File: src/design/ipv6f_pkg.sv
package ipv6f_pkg;

  // address shape
  localparam int unsigned GroupCount = 8;
  localparam int unsigned GroupW     = 16;
  localparam int unsigned StartW     = $clog2(GroupCount);
  localparam int unsigned LenW       = $clog2(GroupCount + 1);
  localparam int unsigned CharW      = 7;
  localparam int unsigned NibSelW    = 2;

  // character codes
  localparam logic [CharW-1:0] ColonChar  = 7'h3A;
  localparam logic [CharW-1:0] DigitZero  = 7'h30;
  localparam logic [CharW-1:0] LetterA    = 7'h61;

  // group index one past the last group, and index of the last group
  localparam logic [LenW-1:0] GroupEnd  = LenW'(GroupCount);
  localparam logic [LenW-1:0] GroupLast = LenW'(GroupCount - 1);

  typedef logic [GroupW-1:0] group_t;

  // classified address handed from front to back
  typedef struct packed {
    group_t [GroupCount-1:0] groups;
    logic   [StartW-1:0]     run_start;
    logic   [LenW-1:0]       run_len;
  } desc_t;

  // index of the top nonzero nibble, zero for a zero group
  function automatic logic [NibSelW-1:0] lead_nib(input group_t v);
    logic [NibSelW-1:0] r;
    if (v[15:12] != 4'd0) begin
      r = 2'd3;
    end else if (v[11:8] != 4'd0) begin
      r = 2'd2;
    end else if (v[7:4] != 4'd0) begin
      r = 2'd1;
    end else begin
      r = 2'd0;
    end
    return r;
  endfunction

  // lower-case hex digit
  function automatic logic [CharW-1:0] hex_char(input logic [3:0] nib);
    logic [CharW-1:0] r;
    if (nib < 4'd10) begin
      r = DigitZero + CharW'(nib);
    end else begin
      r = LetterA + CharW'(nib - 4'd10);
    end
    return r;
  endfunction

endpackage

File: src/design/ipv6f_front.sv
module ipv6f_front import ipv6f_pkg::*; (
  input  logic                    clk_i,
  input  logic                    rst_ni,
  input  logic                    push_i,
  output logic                    full_o,
  input  group_t [GroupCount-1:0] groups_i,
  output logic                    q_push_o,
  output desc_t                   q_desc_o,
  input  logic                    q_full_i
);

  logic                    valid_q, valid_d;
  group_t [GroupCount-1:0] groups_q;
  logic   [GroupCount-1:0] zero;
  logic   [StartW-1:0]     cur_start, best_start;
  logic   [LenW-1:0]       cur_len, best_len;
  logic                    accept;

  // input stage holds one address until the queue takes it
  assign full_o   = valid_q && q_full_i;
  assign accept   = push_i && !full_o;
  assign q_push_o = valid_q && !q_full_i;
  assign valid_d  = accept ? 1'b1 : (valid_q && q_full_i);

  always_ff @(posedge clk_i or negedge rst_ni) begin
    if (!rst_ni) begin
      valid_q <= 1'b0;
    end else begin
      valid_q <= valid_d;
    end
  end

  always_ff @(posedge clk_i) begin
    if (accept) begin
      groups_q <= groups_i;
    end
  end

  // first longest run of zero groups
  always_comb begin
    cur_start  = '0;
    cur_len    = '0;
    best_start = '0;
    best_len   = '0;
    for (int i = 0; i < GroupCount; i++) begin
      zero[i] = (groups_q[i] == '0);
      if (zero[i]) begin
        if (cur_len == '0) begin
          cur_start = StartW'(i);
        end
        cur_len = cur_len + 1'b1;
      end else begin
        if (cur_len > best_len) begin
          best_start = cur_start;
          best_len   = cur_len;
        end
        cur_len = '0;
      end
    end
    // run reaching the last group
    if (cur_len > best_len) begin
      best_start = cur_start;
      best_len   = cur_len;
    end
  end

  assign q_desc_o.groups    = groups_q;
  assign q_desc_o.run_start = best_start;
  assign q_desc_o.run_len   = best_len;

endmodule

File: src/design/ipv6f_queue.sv
module ipv6f_queue import ipv6f_pkg::*; (
  input  logic  clk_i,
  input  logic  rst_ni,
  input  logic  push_i,
  input  desc_t wdata_i,
  output logic  full_o,
  input  logic  pop_i,
  output desc_t rdata_o,
  output logic  empty_o
);

  desc_t       mem_q [2];
  logic        wr_q, rd_q;
  logic [1:0]  count_q;
  logic        do_push, do_pop;

  assign full_o  = (count_q == 2'd2);
  assign empty_o = (count_q == 2'd0);
  assign do_push = push_i && !full_o;
  assign do_pop  = pop_i && !empty_o;
  assign rdata_o = mem_q[rd_q];

  // pointers and fill level
  always_ff @(posedge clk_i or negedge rst_ni) begin
    if (!rst_ni) begin
      wr_q    <= 1'b0;
      rd_q    <= 1'b0;
      count_q <= 2'd0;
    end else begin
      if (do_push) begin
        wr_q <= !wr_q;
      end
      if (do_pop) begin
        rd_q <= !rd_q;
      end
      count_q <= count_q + 2'(do_push) - 2'(do_pop);
    end
  end

  // entry storage
  always_ff @(posedge clk_i) begin
    if (do_push) begin
      mem_q[wr_q] <= wdata_i;
    end
  end

endmodule

File: src/design/ipv6f_back.sv
module ipv6f_back import ipv6f_pkg::*; (
  input  logic             clk_i,
  input  logic             rst_ni,
  input  desc_t            q_desc_i,
  input  logic             q_empty_i,
  output logic             q_pop_o,
  output logic             empty_o,
  input  logic             pop_i,
  output logic [CharW-1:0] char_code_o,
  output logic             last_char_o
);

  typedef enum logic [2:0] {
    S_IDLE,
    S_LEAD,
    S_RUN,
    S_DIGIT,
    S_SEP
  } phase_e;

  phase_e             phase_q, phase_d, ent_phase;
  desc_t              desc_q, desc_d, ent_desc;
  logic [LenW-1:0]    grp_q, grp_d, ent_g, run_end;
  logic [NibSelW-1:0] nib_q, nib_d, ent_nib;
  logic               out_valid_q, out_valid_d;
  logic [CharW-1:0]   char_q, char_d;
  logic               last_q, last_d;
  logic               adv, load, emit, ent_run;
  group_t             cur_group;
  logic [3:0]         cur_nib;

  assign adv     = !out_valid_q || pop_i;
  assign load    = (phase_q == S_IDLE) && !q_empty_i;
  assign q_pop_o = load;
  assign emit    = (phase_q != S_IDLE) && adv;
  assign run_end = LenW'(desc_q.run_start) + desc_q.run_len;

  // entry into the next group
  always_comb begin
    ent_desc = load ? q_desc_i : desc_q;
    case (phase_q)
      S_IDLE:  ent_g = '0;
      S_RUN:   ent_g = run_end;
      S_SEP:   ent_g = grp_q + 1'b1;
      default: ent_g = grp_q;
    endcase
    ent_run   = (ent_desc.run_len != '0) && (ent_g == LenW'(ent_desc.run_start));
    ent_phase = ent_run ? ((ent_g == '0) ? S_LEAD : S_RUN) : S_DIGIT;
    ent_nib   = lead_nib(ent_desc.groups[ent_g[StartW-1:0]]);
  end

  // current digit
  assign cur_group = desc_q.groups[grp_q[StartW-1:0]];
  assign cur_nib   = 4'(cur_group >> {nib_q, 2'b00});

  // character sequencer
  always_comb begin
    phase_d     = phase_q;
    desc_d      = desc_q;
    grp_d       = grp_q;
    nib_d       = nib_q;
    out_valid_d = out_valid_q;
    char_d      = char_q;
    last_d      = last_q;
    if (adv) begin
      out_valid_d = emit;
    end
    case (phase_q)
      S_IDLE: begin
        if (load) begin
          desc_d  = q_desc_i;
          phase_d = ent_phase;
          grp_d   = ent_g;
          nib_d   = ent_nib;
        end
      end
      S_LEAD: begin
        if (adv) begin
          char_d  = ColonChar;
          last_d  = 1'b0;
          phase_d = S_RUN;
        end
      end
      S_RUN: begin
        if (adv) begin
          char_d = ColonChar;
          last_d = (run_end == GroupEnd);
          if (run_end == GroupEnd) begin
            phase_d = S_IDLE;
          end else begin
            phase_d = ent_phase;
            grp_d   = ent_g;
            nib_d   = ent_nib;
          end
        end
      end
      S_DIGIT: begin
        if (adv) begin
          char_d = hex_char(cur_nib);
          last_d = (nib_q == '0) && (grp_q == GroupLast);
          if (nib_q != '0) begin
            nib_d = nib_q - 1'b1;
          end else if (grp_q == GroupLast) begin
            phase_d = S_IDLE;
          end else begin
            phase_d = S_SEP;
          end
        end
      end
      S_SEP: begin
        if (adv) begin
          char_d  = ColonChar;
          last_d  = 1'b0;
          phase_d = ent_phase;
          grp_d   = ent_g;
          nib_d   = ent_nib;
        end
      end
      default: begin
        phase_d = S_IDLE;
      end
    endcase
  end

  // state and output register
  always_ff @(posedge clk_i or negedge rst_ni) begin
    if (!rst_ni) begin
      phase_q     <= S_IDLE;
      out_valid_q <= 1'b0;
      desc_q      <= '0;
      grp_q       <= '0;
      nib_q       <= '0;
      char_q      <= '0;
      last_q      <= 1'b0;
    end else begin
      phase_q     <= phase_d;
      out_valid_q <= out_valid_d;
      desc_q      <= desc_d;
      grp_q       <= grp_d;
      nib_q       <= nib_d;
      char_q      <= char_d;
      last_q      <= last_d;
    end
  end

  assign empty_o     = !out_valid_q;
  assign char_code_o = char_q;
  assign last_char_o = last_q;

`ifndef SYNTHESIS
  // a leading colon only for a run that opens the address
  a_lead_run: assert property (@(posedge clk_i) disable iff (!rst_ni)
    phase_q == S_LEAD |-> desc_q.run_start == '0 && desc_q.run_len != '0)
    else $error("leading colon without a run at the first group");

  // digits only come from a real group
  a_digit_grp: assert property (@(posedge clk_i) disable iff (!rst_ni)
    phase_q == S_DIGIT |-> grp_q < GroupEnd)
    else $error("digit phase past the last group");

  // the final character closes the address
  a_last_idle: assert property (@(posedge clk_i) disable iff (!rst_ni)
    emit && last_d |=> phase_q == S_IDLE && out_valid_q && last_q)
    else $error("sequencer kept running after the last character");
`endif

endmodule

File: src/design/ipv6_address_text_formatter_top.sv
// channel  direction  handshake          beat
// address  in         push / full        group_0_i .. group_7_i
// text     out        empty / pop        char_code_o, last_char_o
//
// an address waits in the input stage, where the zero-run search runs, until the queue takes it
// the sequencer then loads it and emits one character per cycle while pop is not held off,
// so an address with n characters (2 to 39) occupies it until its last character is sent
// a two-entry queue between search and sequencer absorbs stalls on either side
// a held-off pop stalls the sequencer only; full rises once the queue and input stage fill
// reset clears all valid flags and returns the sequencer to idle
module ipv6_address_text_formatter_top import ipv6f_pkg::*; (
  input  logic             clk_i,
  input  logic             rst_ni,
  input  logic             push,
  output logic             full,
  input  group_t           group_0_i,
  input  group_t           group_1_i,
  input  group_t           group_2_i,
  input  group_t           group_3_i,
  input  group_t           group_4_i,
  input  group_t           group_5_i,
  input  group_t           group_6_i,
  input  group_t           group_7_i,
  output logic             empty,
  input  logic             pop,
  output logic [CharW-1:0] char_code_o,
  output logic             last_char_o
);

  group_t [GroupCount-1:0] groups;
  desc_t                   wdesc, rdesc;
  logic                    q_push, q_full, q_pop, q_empty;

  assign groups = {group_7_i, group_6_i, group_5_i, group_4_i,
                   group_3_i, group_2_i, group_1_i, group_0_i};

  // zero-run search
  ipv6f_front u_front (
    .clk_i    (clk_i),
    .rst_ni   (rst_ni),
    .push_i   (push),
    .full_o   (full),
    .groups_i (groups),
    .q_push_o (q_push),
    .q_desc_o (wdesc),
    .q_full_i (q_full)
  );

  // decoupling queue
  ipv6f_queue u_queue (
    .clk_i   (clk_i),
    .rst_ni  (rst_ni),
    .push_i  (q_push),
    .wdata_i (wdesc),
    .full_o  (q_full),
    .pop_i   (q_pop),
    .rdata_o (rdesc),
    .empty_o (q_empty)
  );

  // character sequencer
  ipv6f_back u_back (
    .clk_i       (clk_i),
    .rst_ni      (rst_ni),
    .q_desc_i    (rdesc),
    .q_empty_i   (q_empty),
    .q_pop_o     (q_pop),
    .empty_o     (empty),
    .pop_i       (pop),
    .char_code_o (char_code_o),
    .last_char_o (last_char_o)
  );

endmodule

File: config.mk
export PLATFORM = sky130hd
export DESIGN_NAME = ipv6_address_text_formatter_top
export DESIGN_NICKNAME = d
export VERILOG_FILES = /design/src/design/ipv6f_pkg.sv /design/src/design/ipv6f_front.sv /design/src/design/ipv6f_queue.sv /design/src/design/ipv6f_back.sv /design/src/design/ipv6_address_text_formatter_top.sv
export SDC_FILE = /design/constraint.sdc
export NUM_CORES = 1
export LEC_CHECK = 0
export ABC_AREA = 0
export ABC_CLOCK_PERIOD_IN_PS = 19500
export BUFFER_PORTS_ARGS = -buffer_cell sky130_fd_sc_hd__buf_4
export CAP_MARGIN = 20
export CORE_MARGIN = 3
export CORE_UTILIZATION = 23
export DETAILED_ROUTE_END_ITERATION = 7
export GPL_TIMING_DRIVEN = 1
export PLACE_DENSITY = 0.47
export SYNTH_ARGS = -nofsm -noshare
export SYNTH_HDL_FRONTEND = slang
export SYNTH_SLANG_ARGS = --single-unit
File: constraint.sdc
create_clock -name clk_i -period 19.5 [get_ports clk_i]
set_input_delay 2.925 -clock clk_i [delete_from_list [all_inputs] [get_ports clk_i]]
set_output_delay 2.925 -clock clk_i [all_outputs]
set_load 0.01 [all_outputs]
==> flow_summary_export.csv <==
group,metric,value,unit
placement,place.gp.congestion,0.819,
grt,grt_overflow,0,
worst_setup_path,crit_type,"reg2reg",
placement,port_buffers,141,
yosys,yosysWarnings,0,
outcome,status,"completed",
floorplan,die_w,321,um
clocking,cts_tree,"yes",
sta,holdWs,0.474,ns
yosys,avgSynthCellArea,14.8,um^2
worst_setup_path,max_stage_delay,0.80,ns
yosys,synth_area,22800,um^2
sta,rsz0062_at_grt,"no",
sta,fin_setup_tns,0,ns
clocking,cts_inserted_buffers,54,
worst_setup_path,reg2reg_slack,8.25,ns
finish,final_util,0.279,
sta,timing.fmax,88.9,MHz
grt,grt_pass1_vias,13342,
sta,layout_min_cycle_time,11.25,ns
worst_setup_path,crit_fanout,11,
worst_setup_path,critical_path_arrival,11.69,ns
pwr,leakagePower,10.3,nW
finish,nets,1868,
finish,syn_to_final_growth,19.4,%
yosys,synth_nets,1719,
clocking,clkSlewWorstSetupHoldPaths,0.06,ns
yosys,yosys.cell_types.count,69,
worst_setup_path,worst_setup_path_end_kind,"register",
placement,place_area,25300,um^2
worst_setup_path,start_kind,"register",
clocking,cts_resized,0,
grt,grt_usage,0.108,
worst_setup_path,worstReg2RegEnd,"u_queue.mem_q[0][5]",
run,cap_violations,0,
worst_setup_path,crit_required,19.94,ns
floorplan,dieArea,103000,um^2
route,routedWlPerCell,18.7,um
yosys,synth_seq_cells,556,
route,finalWirelength,56600,um
sta,finalHoldViolCount,0,
worst_setup_path,cp-endpoint,"u_queue.mem_q[0][5]",
pwr,power,4.22,mW
worst_setup_path,critical-path-slowest-cell,"o21ai_0",
floorplan,num_rows,114,
clocking,clk_path_buf_depth,3,
pwr,peakVddDrop,102,uV
clocking,worstSkewPairLatency,0.61,ns
floorplan,dieHeight,321,um
route,drt_pre_antenna_iters,5,
grt,antenna_found_initial,6,
floorplan,coreArea,97400,um^2
sta,post-route-period-util,0.577,
grt,grt_start_max_net_pins,188,
sta,setup_slack,8.25,ns
clocking,post_cts_buffers,0,
yosys,ys_seq_area_frac,0.698,
sta,worst_slew_pin_slew,1.08,ns
placement,dp_hpwl,39600,um
finish,instances_no_fill,3017,
finish,nFillCells,9850,
clocking,htreeDepth,2,
sta,drv_slew,0,
sta,finalSetupViolCount,0,
yosys,synth_edf_count,398,
route,drtIter0Drc,795,
route,viasPerCell,4.27,
worst_setup_path,r2r_cells,45,
clocking,clock_sinks,556,
sta,slew_headroom,0.279,
yosys,syn_inst,1543,
worst_setup_path,r2r-start,"u_front.q_desc_o[8]",
route,antenna_left,0,
worst_setup_path,crit_start,"u_front.q_desc_o[8]",
sta,clock_skew,0.0146,ns
placement,dp_slack,8.36,ns
grt,grt_pass1_wl,84400,um
floorplan,io_pins,142,
yosys,ys.flop_type,"edfxtp_1",
clocking,cts-root-buf,"clkbuf_16",
finish,drive_gt1_frac,0.184,
yosys,synthArstFlopShare,0.284,
floorplan,initial_core_util,0.234,
clocking,ctsHoldBuffers,0,
pwr,p_per_area,155,nW/um^2
placement,post-place-cells,2910,
route,drc,0,
finish,design_area,27200,um^2
worst_setup_path,cpMostUsedCell,"ha_1",
min_path,hold_path.class,"reg2reg",
route,route.vias.total,12878,
## layer usage
layer  up-vias  track usage  routed length (um)
met5         -            0                   0
met4         0       0.0329                1330
met3        71       0.0201                2350
met2       248        0.189               28400
met1      6391        0.136               24500
li1       6168            -                   -
## cells in the final DEF, fill, tap and decap left out, drive strengths merged, types with 10 or more instances in the layout
master	count
nor4	47
mux2i	141
ha	43
mux4	40
a21oi	34
nand3	17
nor2	34
inv	40
edfxtp	398
clkbuf	68
clkinv	21
nand4	10
dfrtp	158
o22ai	12
nor3	14
or4	12
buf	161
o21ai	162
nand2	192
## cells by family (layout without fill, tap and decap cells)
logic type | Yosys count | count (layout) | share of synthesized area
other cells | 0 | 4 | 0
buf+inv | 107 | 301 | 0.0182
xor+xnor | 17 | 17 | 0.00687
mux | 190 | 190 | 0.106
fa+ha+maj | 44 | 44 | 0.0245
compound gates | 263 | 263 | 0.0670
flops | 556 | 556 | 0.698
simple gates | 366 | 366 | 0.0791
## Yosys cell counts, drive strengths merged (2+ instances only)
master / n / area share
a211oi: 5 / 0.0021
a21o: 7 / 0.0023
a21oi: 34 / 0.0078
a221oi: 5 / 0.0019
a22o: 2 / 0.00077
a22oi: 6 / 0.0020
a311oi: 4 / 0.0015
a41oi: 3 / 0.0015
and2: 3 / 0.00082
and3: 6 / 0.0016
and4: 7 / 0.0027
buf: 20 / 0.0039
clkbuf: 48 / 0.0079
dfrtp: 158 / 0.17
edfxtp: 398 / 0.52
ha: 43 / 0.024
inv: 38 / 0.0063
mux2: 9 / 0.0044
mux2i: 141 / 0.062
mux4: 40 / 0.040
nand2: 192 / 0.032
nand2b: 8 / 0.0022
nand3: 17 / 0.0040
nand3b: 3 / 0.00099
nand4: 10 / 0.0030
nor2: 34 / 0.0060
nor2b: 7 / 0.0019
nor3: 14 / 0.0033
nor4: 47 / 0.015
o211ai: 5 / 0.0016
o21a: 4 / 0.0013
o21ai: 162 / 0.036
o22ai: 12 / 0.0033
o31ai: 2 / 0.00066
or3: 4 / 0.0011
or4: 12 / 0.0041
xnor2: 9 / 0.0035
xor2: 8 / 0.0034
## how the worst min path moves through the flow
stage                                startpoint                     to  slack (ns)  cells after the start
after floorplan                        register               register        0.44                      2
after global placement     u_front.q_desc_o[20]   u_queue.mem_q[1][20]        0.45                      0
after detailed placement  u_back.char_code_o[1]  u_back.char_code_o[1]        0.46                      2
after CTS                 u_back.char_code_o[1]  u_back.char_code_o[1]        0.48                      2
after global routing      u_front.q_desc_o[107]  u_queue.mem_q[0][107]        0.49                      0
final                     u_back.char_code_o[1]  u_back.char_code_o[1]        0.47                      2
## power by group
group | leakage (nW) | switching [mW] | internal [mW]
clock network | 0.857 | 0.453 | 0.603
logic | 3.71 | 0.770 | 0.489
registers | 5.69 | 0.200 | 1.71
## registers in the layout, indices dropped and copies added (netlist names), named ones only
register and flops:
u_queue.mem_q 270, u_front.q_desc_o 128, u_back.desc_q 103, u_back.char_code_o 7, u_back.grp_q 4, u_back.phase_q 3
u_back.nib_q 2, u_queue.count_q 2, u_back.last_char_o 1, u_back.out_valid_q 1, u_front.valid_q 1, u_queue.rd_q 1
u_queue.wr_q 1
## area by class of cell
class / count / area (um^2) / area share
Clock buffer: 68 / 1440 / 0.0528
Timing Repair Buffer: 161 / 1260 / 0.0465
Sequential cell: 556 / 15900 / 0.585
Tap cell: 1276 / 1600 / 0.0587
Inverter: 39 / 146 / 0.00538
Clock inverter: 33 / 337 / 0.0124
Antenna cell: 4 / 10.0 / 0.000368
Multi-Input combinational cell: 880 / 6480 / 0.239
## worst max-delay path: cells and delay by family, from the launching register on
family                   cells  cell delay, ns
AO/OA/AOI/OAI               20            4.72
adder cells (fa/ha/maj)      8            2.35
buffers and inverters        4            0.53
flip-flops                   1            0.42
multiplexers                 2            0.82
AND/OR/NAND/NOR             11            2.20
Power figures use the tool's default switching activity.
